==> src/rtl/tgr_pkg.sv <==
// ----------------------------------------------------------------------------
// tgr_pkg: shared types, constants and the control store of the glyph renderer
// Holds field widths, command and register codes, the datapath control word
// and the microprogram that sequences one word through the datapath.
// ----------------------------------------------------------------------------
package tgr_pkg;

  // Table geometry.
  localparam int MAX_GLYPHS     = 256;
  localparam int MAX_GLYPH_ROWS = 16;
  localparam int MAX_OUT_ROWS   = 16;
  localparam int ROW_LIMIT      = (MAX_GLYPH_ROWS < MAX_OUT_ROWS) ? MAX_GLYPH_ROWS
                                                                  : MAX_OUT_ROWS;
  localparam int GLYPH_AW       = (MAX_GLYPHS > 1) ? $clog2(MAX_GLYPHS) : 1;
  localparam int ROW_AW         = (MAX_GLYPH_ROWS > 1) ? $clog2(MAX_GLYPH_ROWS) : 1;
  localparam int BMP_DEPTH      = MAX_GLYPHS * MAX_GLYPH_ROWS;
  localparam int BMP_AW         = $clog2(BMP_DEPTH);
  localparam int GCOUNT_W       = $clog2(MAX_GLYPHS + 1);

  // Field widths.
  localparam int CMD_W    = 2;
  localparam int CODE_W   = 8;
  localparam int COLOR_W  = 32;
  localparam int BITS_W   = 8;
  localparam int ADDR_W   = 24;
  localparam int PIX_W    = 4;
  localparam int HGT_W    = 5;
  localparam int SPACE_W  = 3;
  localparam int CELLS_W  = 8;
  localparam int PITCH_W  = 13;
  localparam int COUNT_W  = 9;
  localparam int CFG_IDX_W  = 4;
  localparam int CFG_DATA_W = 13;
  localparam int PROD_W   = CELLS_W + HGT_W;
  localparam int CELL_W   = 4;
  localparam int COLX_W   = CELLS_W + CELL_W;

  // Commands carried by an input word.
  localparam logic [CMD_W-1:0] CMD_DRAW      = 2'd0;
  localparam logic [CMD_W-1:0] CMD_LOAD_CODE = 2'd1;
  localparam logic [CMD_W-1:0] CMD_LOAD_ROW  = 2'd2;

  // Configuration register indexes.
  localparam logic [CFG_IDX_W-1:0] REG_GLYPH_WIDTH    = 4'd0;
  localparam logic [CFG_IDX_W-1:0] REG_GLYPH_HEIGHT   = 4'd1;
  localparam logic [CFG_IDX_W-1:0] REG_CHAR_SPACING   = 4'd2;
  localparam logic [CFG_IDX_W-1:0] REG_TEXT_COLUMNS   = 4'd3;
  localparam logic [CFG_IDX_W-1:0] REG_TEXT_ROWS      = 4'd4;
  localparam logic [CFG_IDX_W-1:0] REG_FRAME_PITCH    = 4'd5;
  localparam logic [CFG_IDX_W-1:0] REG_GLYPH_COUNT    = 4'd6;
  localparam logic [CFG_IDX_W-1:0] REG_FALLBACK_GLYPH = 4'd7;

  // Character and color constants.
  localparam logic [CODE_W-1:0] ESC_CODE  = 8'h1B;
  localparam logic [7:0]        BOLD_ADD  = 8'h55;
  localparam logic [7:0]        BYTE_MAX  = 8'hFF;
  localparam logic [PIX_W-1:0]  WIDTH_MAX = 4'd8;

  // Configuration register file contents.
  typedef struct packed {
    logic [PIX_W-1:0]   glyph_width;
    logic [HGT_W-1:0]   glyph_height;
    logic [SPACE_W-1:0] char_spacing;
    logic [CELLS_W-1:0] text_columns;
    logic [CELLS_W-1:0] text_rows;
    logic [PITCH_W-1:0] frame_pitch;
    logic [COUNT_W-1:0] glyph_count;
    logic [CODE_W-1:0]  fallback_glyph;
  } cfg_t;

  // Datapath operations, one per microinstruction.
  typedef enum logic [3:0] {
    OP_NONE,
    OP_FETCH,
    OP_STORE,
    OP_PREP,
    OP_SCALE,
    OP_OFFSET,
    OP_SEARCH,
    OP_RESOLVE,
    OP_ROW_READ,
    OP_EMIT,
    OP_ESC
  } dp_op_e;

  // Jump conditions.
  typedef enum logic [2:0] {
    C_NEVER,
    C_ALWAYS,
    C_NO_INPUT,
    C_NOT_DRAW,
    C_ESC,
    C_SEARCHING,
    C_ROW_MORE
  } cond_e;

  // Program counter and step addresses.
  localparam int PC_W = 4;
  localparam logic [PC_W-1:0] STEP_FETCH    = 4'd0;
  localparam logic [PC_W-1:0] STEP_DISPATCH = 4'd1;
  localparam logic [PC_W-1:0] STEP_PREP     = 4'd2;
  localparam logic [PC_W-1:0] STEP_SCALE    = 4'd3;
  localparam logic [PC_W-1:0] STEP_OFFSET   = 4'd4;
  localparam logic [PC_W-1:0] STEP_SEARCH   = 4'd5;
  localparam logic [PC_W-1:0] STEP_RESOLVE  = 4'd6;
  localparam logic [PC_W-1:0] STEP_ROW_READ = 4'd7;
  localparam logic [PC_W-1:0] STEP_EMIT     = 4'd8;
  localparam logic [PC_W-1:0] STEP_DONE     = 4'd9;
  localparam logic [PC_W-1:0] STEP_ESC      = 4'd10;

  // One control word of the microprogram.
  typedef struct packed {
    dp_op_e          op;
    cond_e           cond;
    logic [PC_W-1:0] target;
    logic            wait_out;
  } ucode_t;

  // Control from the sequencer to the datapath.
  typedef struct packed {
    dp_op_e op;
    logic   fire;
  } ctrl_t;

  // Status from the datapath to the sequencer.
  typedef struct packed {
    logic in_valid;
    logic is_draw;
    logic is_esc;
    logic searching;
    logic row_more;
    logic out_busy;
  } status_t;

  // The microprogram. A taken condition jumps to the target, else the
  // counter steps on; a step with wait_out holds while the output is full.
  function automatic ucode_t ucode_rom(input logic [PC_W-1:0] pc);
    ucode_t w;
    w = '{op: OP_NONE, cond: C_ALWAYS, target: STEP_FETCH, wait_out: 1'b0};
    case (pc)
      STEP_FETCH:    w = '{op: OP_FETCH, cond: C_NO_INPUT, target: STEP_FETCH,
                           wait_out: 1'b0};
      STEP_DISPATCH: w = '{op: OP_STORE, cond: C_NOT_DRAW, target: STEP_FETCH,
                           wait_out: 1'b0};
      STEP_PREP:     w = '{op: OP_PREP, cond: C_ESC, target: STEP_ESC,
                           wait_out: 1'b0};
      STEP_SCALE:    w = '{op: OP_SCALE, cond: C_NEVER, target: STEP_FETCH,
                           wait_out: 1'b0};
      STEP_OFFSET:   w = '{op: OP_OFFSET, cond: C_NEVER, target: STEP_FETCH,
                           wait_out: 1'b0};
      STEP_SEARCH:   w = '{op: OP_SEARCH, cond: C_SEARCHING, target: STEP_SEARCH,
                           wait_out: 1'b0};
      STEP_RESOLVE:  w = '{op: OP_RESOLVE, cond: C_NEVER, target: STEP_FETCH,
                           wait_out: 1'b0};
      STEP_ROW_READ: w = '{op: OP_ROW_READ, cond: C_NEVER, target: STEP_FETCH,
                           wait_out: 1'b0};
      STEP_EMIT:     w = '{op: OP_EMIT, cond: C_ROW_MORE, target: STEP_ROW_READ,
                           wait_out: 1'b1};
      STEP_DONE:     w = '{op: OP_NONE, cond: C_ALWAYS, target: STEP_FETCH,
                           wait_out: 1'b0};
      STEP_ESC:      w = '{op: OP_ESC, cond: C_ALWAYS, target: STEP_FETCH,
                           wait_out: 1'b1};
      default:       w = '{op: OP_NONE, cond: C_ALWAYS, target: STEP_FETCH,
                           wait_out: 1'b0};
    endcase
    return w;
  endfunction

  // Bold text color: each byte gets BOLD_ADD with saturation.
  function automatic logic [COLOR_W-1:0] brighten(input logic [COLOR_W-1:0] c);
    logic [COLOR_W-1:0] r;
    logic [8:0]         v;
    r = '0;
    for (int b = 0; b < COLOR_W / 8; b++) begin
      v = {1'b0, c[8*b +: 8]} + {1'b0, BOLD_ADD};
      r[8*b +: 8] = v[8] ? BYTE_MAX : v[7:0];
    end
    return r;
  endfunction

endpackage

==> src/rtl/tgr_sequencer.sv <==
// ----------------------------------------------------------------------------
// tgr_sequencer: microprogram counter of the glyph renderer
// Fetches one control word per step from the control store, evaluates its
// jump condition against datapath status and holds on output back-pressure.
// ----------------------------------------------------------------------------
module tgr_sequencer (
  input  logic             clk_i,
  input  logic             rst_ni,
  input  tgr_pkg::status_t status_i,
  output tgr_pkg::ctrl_t   ctrl_o
);
  import tgr_pkg::*;

  logic [PC_W-1:0] pc_q, pc_d;
  ucode_t          word;
  logic            stall;
  logic            take;

  assign word  = ucode_rom(pc_q);
  assign stall = word.wait_out && status_i.out_busy;

  // Jump condition select.
  always_comb begin
    case (word.cond)
      C_NEVER:     take = 1'b0;
      C_ALWAYS:    take = 1'b1;
      C_NO_INPUT:  take = !status_i.in_valid;
      C_NOT_DRAW:  take = !status_i.is_draw;
      C_ESC:       take = status_i.is_esc;
      C_SEARCHING: take = status_i.searching;
      C_ROW_MORE:  take = status_i.row_more;
      default:     take = 1'b0;
    endcase
  end

  // Next step: hold, jump or step on.
  always_comb begin
    if (stall) begin
      pc_d = pc_q;
    end else if (take) begin
      pc_d = word.target;
    end else begin
      pc_d = pc_q + PC_W'(1);
    end
  end

  always_ff @(posedge clk_i or negedge rst_ni) begin
    if (!rst_ni) begin
      pc_q <= STEP_FETCH;
    end else begin
      pc_q <= pc_d;
    end
  end

  assign ctrl_o.op   = word.op;
  assign ctrl_o.fire = !stall;

`ifndef SYNTHESIS
  // The program never leaves its defined steps.
  assert property (@(posedge clk_i) disable iff (!rst_ni) pc_q <= STEP_ESC)
    else $error("sequencer left the program");
`endif

endmodule

==> config.mk <==
export PLATFORM = sky130hd
export DESIGN_NAME = tgr_sequencer
export DESIGN_NICKNAME = d
export VERILOG_FILES = /design/src/rtl/tgr_pkg.sv /design/src/rtl/tgr_sequencer.sv
export SDC_FILE = /design/constraint.sdc
export NUM_CORES = 1
export LEC_CHECK = 0
export ABC_CLOCK_PERIOD_IN_PS = 2310
export BUFFER_PORTS_ARGS = -buffer_cell sky130_fd_sc_hd__buf_2
export CAP_MARGIN = 30
export CORE_MARGIN = 8
export CORE_UTILIZATION = 40
export DETAILED_ROUTE_END_ITERATION = 6
export GPL_TIMING_DRIVEN = 1
export SLEW_MARGIN = 40
export SYNTH_ARGS = -nofsm -noshare
export SYNTH_HDL_FRONTEND = slang
export SYNTH_SLANG_ARGS = --single-unit
==> constraint.sdc <==
create_clock -name clk_i -period 2.31 [get_ports clk_i]
set_clock_uncertainty 0.05 [all_clocks]
set_input_delay 0.3465 -clock clk_i [delete_from_list [all_inputs] [get_ports clk_i]]
set_output_delay 0.3465 -clock clk_i [all_outputs]
set_load 0.01 [all_outputs]
==> run_results.csv <==
group,metric,value,unit
outcome,status,"finished, final reports clean",
clock_tree,cts_tree,"yes",
routing,num_vias,524,
power_and_ir_drop,irDropWorstVdd,0.000706,V
finish,syn_to_final_growth,23.1,%
global_routing,overflow,0,
timing,tightest_slew,452,ps
setup_path,worst-path-max-fanout,9,
synth,avgSynthCellArea,8.72,um^2
setup_path,cp.arrival,1750,ps
setup_path,startpoint_type,"flip-flop",
clock_tree,clock_latency,240,ps
global_routing,first_global_vias,505,
synth,synth_warnings,0,
setup_path,worstPathRequired,1910,ps
synth,ys_ff_latch,4,
timing,grt_setup_unrepaired,"false",
finish,largest_register,"pc_q",
clock_tree,clkTransAtPathRegs,40,ps
timing,fmax,0.466,GHz
die,start_util,0.421,
clock_tree,clockBufferDepth,2,
finish,antenna_cells,0,
finish,fill_cells,114,
min_path,min_path_type,"in -> async",
synth,synth_edf_count,0,
global_routing,grt_pass1_wl,2170,um
finish,multi_input_area,402,um^2
timing,fin_setup_tns,0,ps
finish,largest_reg_flops,4,
setup_path,crit_chain,"buf_4, ha_2, nor2_1, nor2_1, and3_1, inv_1, buf_2",
die,io_pins,13,
synth,yosys.cell_types.count,30,
die,core_region_area,1280,um^2
power_and_ir_drop,pwr-share-seq,0.152,
synth,netlist_area,541,um^2
setup_path,cp-startpoint,"pc_q[1]$_DFFE_PN0N_",
die,rows,13,
placement,place_ws,190,ps
routing,routed_via_density,5.57,
synth,synth_top_cell_area_share,0.185,
setup_path,cp-end-kind,"output port",
die,dieArea,2780,um^2
finish,regArea,100,um^2
routing,routedWlPerCell,14.5,um
clock_tree,cts_made_buffers,3,
synth,yosys-top-cells-area,"dfrtp_1, ha_1, mux2i_1",
timing,fin_crit_sh,0.930,
setup_path,cp_slowest_cell,"dfrtp_1",
finish,final_nets,96,
setup_path,endpoint,"ctrl_o[0]",
setup_path,critPathBufInv,3,
run,max_cap_viol_count,0,
power_and_ir_drop,p_switching,493,uW
finish,drive_above_1_share,0.329,
setup_path,r2r_slack,180,ps
routing,drtIter0Drc,10,
clock_tree,postCtsSetupRepairBufs,0,
global_routing,antenna_found_initial,0,
timing,drv_slew,0,
clock_tree,clkSinkCount,4,
routing,routed_wl,1360,um
clock_tree,cts_root_buf,"clkbuf_4",
timing,finalSetupViolCount,0,
power_and_ir_drop,power.leakage,0.000313,uW
setup_path,r2r-start,"pc_q[0]$_DFFE_PN0N_",
synth,synth_common_cells,"ha_1, inv_1, nor2_1",
synth,ys_seq_area_frac,0.185,
power_and_ir_drop,comb_power_share,0.762,
routing,dr.pass1.iters,5,
synth,synth_area_leader_cell,"dfrtp_1",
routing,drc,0,
synth,postSynthNetCount,77,
synth,synth_cells,62,
finish,top_regs,"pc_q (4)",
synth,yosysMostFrequentCell,"ha_1",
clock_tree,htreeDepth,1,
timing,hold_viol,0,
die,die_y,52.8,um
power_and_ir_drop,switching_share,0.478,
global_routing,track_usage,0.105,
timing,setup_ws,163,ps
setup_path,critical_path_class,"reg -> out",
global_routing,grt_max_degree,14,
setup_path,crit_top_cell,"nor2_1",
setup_path,critPathTopFamily,"buffers and inverters",
die,die_x,52.8,um
placement,portBuffers,12,
placement,place.gp.congestion,0.776,
routing,drtAntennaViolNets,0,
setup_path,ff2ff_path_depth,6,
setup_path,crit_cells,7,
timing,maxSlewHeadroom,0.695,
placement,dp_hpwl,1010,um
setup_path,r2r-end,"pc_q[0]$_DFFE_PN0N_",
synth,async_reset_ff_frac,1.00,
timing,finalCriticalPeriod,2150,ps
power_and_ir_drop,p_int,538,uW
power_and_ir_drop,power_density,1550,nW/um^2
setup_path,max_stage_delay,360,ps
power_and_ir_drop,clkPwrFrac,0.086,
synth,synth_ff_type,"dfrtp_1",
-- power groups by stage --
stage | Sequential [uW] | Combinational (uW) | Clock [uW]
detailed placement | 157 | 775 | 0
global placement | 160 | 768 | 0
finish | 157 | 785 | 89.1
floorplan | 151 | 575 | 0
CTS | 156 | 786 | 88.2
global route | 162 | 854 | 95.4
-- through the flow --
stage	util	hold slack, ps	total power (uW)	instances	area (um^2)
3_3_place_gp	0.491	102	928	90	631
2_1_floorplan	-	0.909	726	62	541
3_5_place_dp	0.491	104	932	90	631
6_report	0.518	411	1030	94	666
4_1_cts	0.516	390	1030	94	663
5_1_grt	0.518	408	1110	94	666
-- routing by layer --
metal	track usage	routed length (um)	part of all wire	up-vias
li1	-	-	-	260
met1	0.109	568	0.42	243
met2	0.184	699	0.51	17
met3	0.0398	75	0.055	4
met4	0.0388	20	0.015	0
met5	0	0	0	-
-- layout make-up --
class,instances,area share
well taps,15,0.0282
flip-flops and latches,4,0.150
multi-input cells,49,0.603
inverters,6,0.0338
clock buffers,3,0.0338
repair buffers,17,0.150
-- cells by family after synthesis --
group,after synthesis,share of synthesized area
buf+inv,9,0.0764
flops,4,0.185
mux,4,0.0764
fa+ha+maj,7,0.162
xor+xnor,1,0.0162
simple gates,20,0.218
compound gates,17,0.266
-- worst min path at each step --
stage / from / end / cells past startpoint
after floorplan: rst_ni / pc_q[0]$_DFFE_PN0N_ / 0
after global placement: rst_ni / pc_q[2]$_DFFE_PN0N_ / 1
after detailed placement: rst_ni / pc_q[2]$_DFFE_PN0N_ / 1
after CTS: rst_ni / pc_q[1]$_DFFE_PN0N_ / 2
after global routing: rst_ni / pc_q[1]$_DFFE_PN0N_ / 2
final: rst_ni / pc_q[1]$_DFFE_PN0N_ / 2
-- what timing repair did --
item                                   CTS  global route
setup endpoints to repair                0             1
hold buffers                             1             0
endpoints found under the hold margin    4             0
gates resized for setup                  0             1
-- cells in the final DEF, fill, tap and decap left out, types with 2 or more instances in the layout --
cell      netlist  routed
buf_2           0      12
o22ai_1         2       2
inv_1           6       6
clkbuf_4        0       3
ha_1            7       6
dfrtp_1         4       4
o21ai_0         3       3
mux2i_1         3       3
nand2_1         3       3
buf_4           0       4
nand3b_1        2       2
nor2_1          6       6
o211ai_1        3       3
o21a_1          3       3
Note: power is estimated with default switching activity, not from simulation.
